`src/rtl/date_time_set_editor_unit_macros.svh`:
```
// Assertion macros for the date and time set editor unit.
`ifndef DATE_TIME_SET_EDITOR_UNIT_MACROS_SVH
`define DATE_TIME_SET_EDITOR_UNIT_MACROS_SVH

// Check that holds in the same cycle as the antecedent.
`define DTSE_ASSERT_SAME(label, ante, cons, msg) \
  label: assert property (@(posedge clk) disable iff (rst) (ante) |-> (cons)) \
    else $error(msg);

// Check that holds in the cycle after the antecedent.
`define DTSE_ASSERT_NEXT(label, ante, cons, msg) \
  label: assert property (@(posedge clk) disable iff (rst) (ante) |=> (cons)) \
    else $error(msg);

`endif

```
`src/rtl/dtse_pkg.sv`:
```
// Package with key codes, field codes, the calendar state type and the month length function.
`default_nettype none

package dtse_pkg;

  localparam logic [7:0] KeyExit = 8'd1;
  localparam logic [7:0] KeyDec  = 8'd2;
  localparam logic [7:0] KeyInc  = 8'd3;
  localparam logic [7:0] KeySet  = 8'd4;

  localparam logic [2:0] FieldYear    = 3'd0;
  localparam logic [2:0] FieldDay     = 3'd1;
  localparam logic [2:0] FieldMonth   = 3'd2;
  localparam logic [2:0] FieldHour    = 3'd3;
  localparam logic [2:0] FieldMinute  = 3'd4;
  localparam logic [2:0] FieldSecond  = 3'd5;
  localparam logic [2:0] FieldWeekday = 3'd6;

  // The century never changes, so only the two low digits are stored.
  localparam int ResetYear   = 2018;
  localparam int YearCentury = ResetYear / 100;
  localparam logic [13:0] YearBase = 14'(YearCentury * 100);
  localparam logic CenturyLeap = ((YearCentury % 4) == 0);

  typedef struct packed {
    logic [6:0] year_lo;
    logic [3:0] month;
    logic [4:0] day;
    logic [4:0] hour;
    logic [5:0] minute;
    logic [5:0] second;
    logic [2:0] weekday;
    logic [2:0] sel;
  } cal_t;

  localparam cal_t CalReset = '{
    year_lo: 7'(ResetYear % 100),
    month:   4'd6,
    day:     5'd25,
    hour:    5'd8,
    minute:  6'd27,
    second:  6'd40,
    weekday: 3'd1,
    sel:     FieldYear
  };

  // Gregorian month length. Since 100 is a multiple of 4, divisibility by 4
  // follows from the low digits; a year ending in 00 is leap only when the
  // century is a multiple of 4.
  function automatic logic [4:0] month_len(input logic [6:0] year_lo,
                                           input logic [3:0] month);
    logic leap;
    logic [4:0] len;
    leap = (year_lo[1:0] == 2'd0) && ((year_lo != 7'd0) || CenturyLeap);
    case (month) inside
      4'd4, 4'd6, 4'd9, 4'd11: len = 5'd30;
      4'd2:                    len = leap ? 5'd29 : 5'd28;
      default:                 len = 5'd31;
    endcase
    return len;
  endfunction

endpackage

`default_nettype wire

```
`src/rtl/dtse_key_reg.sv`:
```
// Input register that holds one key code until the editor takes it.
`default_nettype none

module dtse_key_reg
  import dtse_pkg::*;
(
  input  logic       clk,
  input  logic       rst,
  input  logic       in_valid,
  output logic       in_stall,
  input  logic [7:0] key_code,
  input  logic       take,
  output logic       key_valid,
  output logic [7:0] key_q
);

  // A held key blocks the port until the editor takes it.
  assign in_stall = key_valid && !take;

  always_ff @(posedge clk) begin
    if (rst) begin
      key_valid <= 1'b0;
    end else if (!in_stall) begin
      key_valid <= in_valid;
    end
  end

  always_ff @(posedge clk) begin
    if (in_valid && !in_stall) begin
      key_q <= key_code;
    end
  end

endmodule

`default_nettype wire

```
`src/rtl/dtse_edit_logic.sv`:
```
// Next-state logic that applies one key to the calendar state.
`default_nettype none

module dtse_edit_logic
  import dtse_pkg::*;
(
  input  logic [7:0] key,
  input  cal_t       cal,
  output cal_t       cal_next,
  output logic       done
);

  // Step a value up or down, wrapping within lo..hi.
  function automatic logic [6:0] wrap(input logic [6:0] v, input logic [6:0] lo,
                                      input logic [6:0] hi, input logic up);
    logic [6:0] r;
    if (up) begin
      r = ((v + 7'd1) > hi) ? lo : (v + 7'd1);
    end else begin
      r = (v <= lo) ? hi : (v - 7'd1);
    end
    return r;
  endfunction

  logic       adj;
  logic       up;
  logic [4:0] days;

  assign days = month_len(cal.year_lo, cal.month);
  assign adj  = (key == KeyInc) || (key == KeyDec);
  assign up   = (key == KeyInc);

  always_comb begin
    cal_next = cal;
    done     = 1'b0;
    unique case (key)
      KeySet: begin
        cal_next.sel = (cal.sel >= FieldWeekday) ? FieldYear : (cal.sel + 3'd1);
      end
      KeyExit: begin
        cal_next.sel = FieldYear;
        done         = 1'b1;
      end
      default: begin
      end
    endcase
    if (adj) begin
      unique case (cal.sel)
        FieldYear:    cal_next.year_lo = wrap(cal.year_lo, 7'd0, 7'd99, up);
        FieldDay:     cal_next.day     = 5'(wrap({2'd0, cal.day}, 7'd1,
                                                 {2'd0, days}, up));
        FieldMonth:   cal_next.month   = 4'(wrap({3'd0, cal.month}, 7'd1, 7'd12, up));
        FieldHour:    cal_next.hour    = 5'(wrap({2'd0, cal.hour}, 7'd0, 7'd23, up));
        FieldMinute:  cal_next.minute  = 6'(wrap({1'b0, cal.minute}, 7'd0, 7'd59, up));
        FieldSecond:  cal_next.second  = 6'(wrap({1'b0, cal.second}, 7'd0, 7'd59, up));
        FieldWeekday: cal_next.weekday = 3'(wrap({4'd0, cal.weekday}, 7'd1, 7'd7, up));
        default: begin
        end
      endcase
    end
  end

endmodule

`default_nettype wire

```
`src/rtl/date_time_set_editor_unit.sv`:
```
// A key moves from the input register to the result register when that register is empty or its transfer completes.
// Throughput: one key per cycle while out_stall is low; the calendar state updates in the same cycle as the result.
// The combinational path between the registers is the field wrap logic and the month length lookup.
// Reset (rst, synchronous): calendar returns to 2018-06-25 08:27:40, weekday 1, year selected.
// Reset also empties the input and result registers.
`default_nettype none

module date_time_set_editor_unit
  import dtse_pkg::*;
(
  input  logic        clk,
  input  logic        rst,
  input  logic        in_valid,
  output logic        in_stall,
  input  logic [7:0]  key_code,
  output logic        out_valid,
  input  logic        out_stall,
  output logic [13:0] year,
  output logic [3:0]  month,
  output logic [4:0]  day,
  output logic [4:0]  hour,
  output logic [5:0]  minute,
  output logic [5:0]  second,
  output logic [2:0]  weekday,
  output logic [2:0]  selected_field,
  output logic        done_res
);

`include "date_time_set_editor_unit_macros.svh"

  logic       key_valid;
  logic [7:0] key_q;
  logic       advance;
  cal_t       cal;
  cal_t       cal_next;
  logic       done_next;

  // A held key moves on whenever the result register is empty or its
  // transfer completes this cycle, so keys stream at one per cycle.
  assign advance = key_valid && (!out_valid || !out_stall);

  dtse_key_reg u_key_reg (
    .clk       (clk),
    .rst       (rst),
    .in_valid  (in_valid),
    .in_stall  (in_stall),
    .key_code  (key_code),
    .take      (advance),
    .key_valid (key_valid),
    .key_q     (key_q)
  );

  dtse_edit_logic u_edit_logic (
    .key      (key_q),
    .cal      (cal),
    .cal_next (cal_next),
    .done     (done_next)
  );

  // Calendar state and the result valid flag. The state changes exactly
  // when a key reaches the result register, so the next key always sees
  // the effect of the one before it.
  always_ff @(posedge clk) begin
    if (rst) begin
      cal       <= CalReset;
      out_valid <= 1'b0;
    end else if (advance) begin
      cal       <= cal_next;
      out_valid <= 1'b1;
    end else if (!out_stall) begin
      out_valid <= 1'b0;
    end
  end

  // Result payload. The full year is rebuilt from the fixed century and
  // the stored two low digits.
  always_ff @(posedge clk) begin
    if (advance) begin
      year           <= YearBase + {7'd0, cal_next.year_lo};
      month          <= cal_next.month;
      day            <= cal_next.day;
      hour           <= cal_next.hour;
      minute         <= cal_next.minute;
      second         <= cal_next.second;
      weekday        <= cal_next.weekday;
      selected_field <= cal_next.sel;
      done_res       <= done_next;
    end
  end

  // The selection counter never leaves the seven fields.
  `DTSE_ASSERT_SAME(a_sel_range, 1'b1, cal.sel <= FieldWeekday, "field selection out of range")
  // An exit result always comes with the year selected.
  `DTSE_ASSERT_SAME(a_exit_sel, out_valid && done_res, selected_field == FieldYear,
    "exit result without year selected")
  // Day and month never reach zero.
  `DTSE_ASSERT_SAME(a_day_month, 1'b1, (cal.day != 5'd0) && (cal.month != 4'd0),
    "day or month is zero")
  // A key that cannot move on stays held in the input register.
  `DTSE_ASSERT_NEXT(a_key_hold, key_valid && !advance, key_valid && $stable(key_q),
    "held key lost")
  // The result shown matches the stored state right after a key moves on.
  `DTSE_ASSERT_NEXT(a_out_state, advance, (selected_field == cal.sel) && (day == cal.day),
    "result differs from stored state")

endmodule

`default_nettype wire
```
`config.mk`:
```
export PLATFORM = sky130hd
export DESIGN_NAME = date_time_set_editor_unit
export DESIGN_NICKNAME = d
export VERILOG_FILES = /design/src/rtl/dtse_pkg.sv /design/src/rtl/dtse_key_reg.sv /design/src/rtl/dtse_edit_logic.sv /design/src/rtl/date_time_set_editor_unit.sv
export VERILOG_INCLUDE_DIRS = /design/src /design/src/rtl
export SDC_FILE = /design/constraint.sdc
export NUM_CORES = 1
export LEC_CHECK = 0
export ABC_CLOCK_PERIOD_IN_PS = 2700
export BUFFER_PORTS_ARGS = -buffer_cell sky130_fd_sc_hd__buf_2
export CAP_MARGIN = 20
export CORE_UTILIZATION = 54
export DETAILED_ROUTE_END_ITERATION = 12
export PLACE_DENSITY = 0.86
export SLEW_MARGIN = 5
export SYNTH_ARGS = -nofsm -noshare
export SYNTH_HDL_FRONTEND = slang
export SYNTH_SLANG_ARGS = --single-unit
```
`constraint.sdc`:
```
create_clock -name clk -period 2.7 [get_ports clk]
set_input_delay 0.81 -clock clk [delete_from_list [all_inputs] [get_ports clk]]
set_output_delay 0.81 -clock clk [all_outputs]
set_load 0.005 [all_outputs]
```
== Word level (Yosys, flattened, before mapping) ==
Cells that the tools add are included.
Storage, ports and cells
  bits in latches: 0
  memories kept: 0
  bits in writable memories: 0
  output and inout port bits: 49
  register bits after elaboration: 96
  bits in read-only memories: 0
  word-level logic and storage cells: 116
Operators by class
  $lt $le $gt $ge: 15
  bitwise logic cells: 0
  equality and inequality tests: 16
  mux-type cells: 37
  multipliers: 0
  shift operators: 0
  reduce and logical (&&, ||, !) cells: 12
  $add $sub $neg: 16
  div/mod/pow operators: 0
Operators by type and width (number)
  5-bit two-way mux: 10
  6-bit two-way mux: 8
  36-bit two-way mux: 1
  7-bit two-way mux: 4
  8-bit by 2-bit == test with 1-bit output (second input constant): 2
  4-bit two-way mux: 4
  3-bit two-way mux: 5
  6-bit by 1-bit adder with 7-bit output (second input constant): 2
  7-bit by 6-bit > comparator with 1-bit output (second input constant): 2
  11-bit by 7-bit adder with 12-bit output (first input constant): 1
  5-bit by 1-bit adder with 6-bit output (second input constant): 2
  6-bit by 1-bit <= comparator with 1-bit output (second input constant): 2
  6-bit by 1-bit subtractor with 6-bit output (second input constant): 2
  5-bit by 1-bit <= comparator with 1-bit output (second input constant): 2
  5-bit by 1-bit subtractor with 5-bit output (second input constant): 2
  3-bit == test (second input constant): 3
  4-bit by 3-bit == test with 1-bit output (second input constant): 2
  4-bit == test (second input constant): 2
  8-bit by 1-bit == test with 1-bit output (second input constant): 1
  8-bit by 3-bit == test with 1-bit output (second input constant): 1
  7-bit by 1-bit adder with 7-bit output (second input constant): 1
  7-bit > comparator (second input constant): 1
  7-bit by 1-bit <= comparator with 1-bit output (second input constant): 1
  7-bit by 1-bit subtractor with 7-bit output (second input constant): 1
  24 further kinds: 34

== Logic depth before layout (Yosys ltp) ==
  word-level depth: 10
  depth in mapped cells: 14

== Hierarchy ==
From an unflattened synthesis, not the netlist that was laid out.
Unflattened totals
  cell total of the unflattened synthesis: 673
  area, all modules: 6038.3 um2
Modules (own cells, without submodules)
  date_time_set_editor_unit: area each 3108.0 um2, cells each 229, times used 1
  dtse_edit_logic: area each 2640.0 um2, cells each 432, times used 1
  dtse_key_reg: area each 290.3 um2, cells each 12, times used 1

== Worst setup path before layout ==
OpenSTA, ideal clock, no wires.
  path kind: register -> register
  start: register, netlist name cal[32]
  end: register year[6], data pin
  path buffers: 1
  setup time: 0.249 ns
  stages on the path, launching flop included: 15
  period minus slack after synthesis: 2.881 ns
  arrival: 2.632 ns
  setup slack: -0.181 ns
  path through: dfxtp_1 clkbuf_1 inv_1 ha_1 inv_1 o32ai_1 o32ai_1 nor3_1 a2111oi_0 a21oi_1 inv_1 ha_1 inv_1 ha_1 inv_1
RTL lines
  to (signal assigned): RTL line date_time_set_editor_unit.sv:79  | year <= YearBase + {7'd0, cal_next.year_lo};
  to (decl): RTL line date_time_set_editor_unit.sv:18  | output logic [13:0] year,

==> impl_metrics.tcl <==
set metrics [dict create \
    dieArea_um2 11400 \
    finalCritPeriodShare_pct 100 \
    viasPerCell 6.34 \
    synth.distinct_cells 70 \
    rsz0062_at_grt "true" \
    ys_seq_elements 92 \
    yosysMostFrequentCell "nor2_1" \
    place_inst 877 \
    antenna_cells 0 \
    synthCells 698 \
    fillers 801 \
    track_usage_pct 26.8 \
    timing.final.hold_violations 0 \
    synth_edf_count 51 \
    wl_um 15500 \
    yosysWarnings 0 \
    slew-limit-headroom_pct 57.3 \
    setup_slack_ns 0.000888 \
    cts_tree "built" \
    power_density_nw_per_um2 409 \
    synthTopCellsByCount "nor2_1 (74), o21ai_0 (71), nand2_1 (58)" \
    grt_pass1_wl_um 24300 \
    max-vdd-ir-drop_v 0.000249 \
    synth_seq_area_share_pct 39.6 \
    cp-start-kind "register" \
    clock-sinks 92 \
    grt_max_degree 34 \
    crit_arrival_ns 2.82 \
    status "completed" \
    hpwl_um 10500 \
    fmax_mhz 370 \
    crit_type "register to register" \
    max_stage_delay_ns 0.40 \
    coreArea_um2 10500 \
    clkPwrFrac_pct 35.4 \
    clockBufferDepth 2 \
    p_sw_w 0.000669 \
    fin_crit_ns 2.70 \
    power_frac_comb_pct 9.5 \
    vias 5697 \
    drc 0 \
    final_nets 802 \
    cp-end-kind "register" \
    synth_top_area_share_pct 25.8 \
    place_area_um2 6460 \
    postSynthAreaPerCell_um2 8.51 \
    start_util_pct 56.5 \
    worstPathMaxFanout 5 \
    p_int_w 0.00214 \
    die_h_um 107 \
    setup_viol 0 \
    place.gp.congestion 0.933 \
    path_clk_slew_ns 0.09 \
    first_iter_violations 548 \
    drt-wirelength-per-cell_um 17.2 \
    design_area_um2 6870 \
    root_buffer "clkbuf_8" \
    numCtsBuffers 9 \
    crit_top_cell "o21ai_1" \
    crit_required_ns 2.82 \
    seq_power_share_pct 55.0 \
    first_pass_iters 7 \
    drv_slew 0 \
    synth.area.top_cells "edfxtp_1 (26%), dfxtp_1 (14%), ha_1 (6.7%)" \
    rows 37 \
    area_growth_pct 15.6 \
    crit_slowest_cell "dfxtp_4" \
    ctsHoldBuffers 0 \
    grt_overflow 0 \
    ant_nets 0 \
    synth_ff_type "edfxtp_1" \
    hp-class "register to register" \
    clock_skew_ns 0.0106 \
    switching_share_pct 23.9 \
    io_buffers 58 \
    grt_pass1_vias 5275 \
    place_ws_ns -0.124 \
    die_width_um 107 \
    htreeDepth 3 \
    cp_cell_sequence "inv_6 -> ha_4 -> o21ai_2 -> o21ai_1 -> o21ai_1 -> ha_1 -> a221oi_4 -> a31oi_1 -> a31oi_4 -> nor2_2 -> a22oi_2 -> o21ai_1" \
    synthArstFlopShare_pct 0 \
    ioPinCount 61 \
    yosys.area.top_type "edfxtp_1" \
    layout-drive-gt1-share_pct 19.9 \
    worst_pin_slew_ns 0.639 \
    antenna_found_initial 0 \
    netlist_area_um2 5940 \
    leakagePower_nw 2.58 \
    clk_latency_ns 0.37 \
    fin_cells 899 \
    maxCapViolations 0 \
]
==> timing repair <==
action | 4_1_cts | 5_1_grt
buffers inserted | 0 | 6
resized for setup | 3 | 43
pin swaps | 0 | 15
endpoints found under the setup margin | 9 | 17
==> worst paths after layout <==
| check | start | to | slack, ns | cells past startpoint |
|---|---|---|---|---|
| worst min register to register | u_key_reg.key_valid | out_valid | 0.52 | 2 |
| worst min-delay path | u_key_reg.key_valid | out_valid | 0.52 | 2 |
| worst max-delay path | cal[29] | day[1] | 0.0009 | 12 |
| worst max register to register | cal[29] | day[1] | 0.0009 | 12 |
==> routing by layer <==
layer | routed length [um] | vias up | share of wire [%] | GRT usage [%]
met5 | 0 | - | 0 | 0
met4 | 671 | 0 | 4.3 | 15.1
met3 | 1280 | 80 | 8.3 | 4.50
met2 | 7280 | 351 | 47 | 43.6
met1 | 6230 | 2614 | 40 | 33.9
li1 | - | 2652 | - | -
==> cell type report <==
class,count,area (um^2),area share [%]
multi-input combinational,524,3390,49.4
sequential,92,2360,34.4
timing repair buffer,96,596,8.68
clock buffer,15,178,2.59
tap,136,170,2.48
inverter,35,139,2.02
clock inverter,1,30.0,0.437
==> worst max-delay path: cells and delay by family (launching register included) <==
family	cells	cell delay (ns)
buf+inv	1	0.05
flops	1	0.40
fa+ha+maj	2	0.45
simple gates	1	0.08
compound gates	8	1.47
==> state kept, by name (all words and copies together) (netlist names) <==
register,count
second,6
done_res,1
weekday,3
hour,5
year,10
cal,39
month,4
u_key_reg.key_valid,1
day,5
out_valid,1
u_key_reg.key_q,8
minute,6
selected_field,3
==> per-stage QoR <==
| step | util, % | setup TNS [ns] | total power [W] | hold slack, ns |
|---|---|---|---|---|
| final | 65.3 | 0 | 0.00280 | 0.520 |
| after CTS | 63.5 | -0.0390 | 0.00277 | 0.522 |
| after floorplan | - | -0.0439 | 0.00171 | 0.450 |
| after detailed placement | 61.4 | -0.310 | 0.00180 | 0.505 |
| after global routing | 65.3 | -0.403 | 0.00289 | 0.543 |
| after global placement | 61.4 | 0 | 0.00178 | 0.466 |
==> power groups by stage <==
stage	clock network, W	registers, W	logic [W]
final	0.000993	0.00154	0.000268
after global routing	0.00106	0.00155	0.000290
after CTS	0.000999	0.00154	0.000229
after detailed placement	0	0.00157	0.000226
after global placement	0	0.00157	0.000216
after floorplan	0	0.00157	0.000146
==> logic make-up after synthesis <==
family | count (synthesis) | synth area share, %
xor gates and xnor gates | 20 | 2.95
buffers and inverters | 83 | 5.88
and+or+nand+nor | 259 | 22.0
other | 1 | 0.0632
AOI/OAI and AO/OA | 207 | 22.0
adders and majority gates | 32 | 6.74
DFF | 92 | 39.6
muxes | 4 | 0.716
==> cell usage in the layout (no fill, tap or decap), drive strengths merged, types with 7 or more instances in the layout <==
| cell | n |
|---|---|
| nor3 | 20 |
| nand2 | 58 |
| a211oi | 12 |
| inv | 35 |
| edfxtp | 51 |
| buf | 96 |
| xnor2 | 13 |
| a31oi | 16 |
| clkbuf | 15 |
| nor2b | 11 |
| and3 | 12 |
| ha | 32 |
| nand3 | 28 |
| xor2 | 7 |
| a21oi | 40 |
| dfxtp | 41 |
| and2 | 8 |
| nor2 | 74 |
| o21a | 9 |
| nand2b | 7 |
| o21ai | 72 |
No activity file was read; power rests on OpenSTA's default activity.
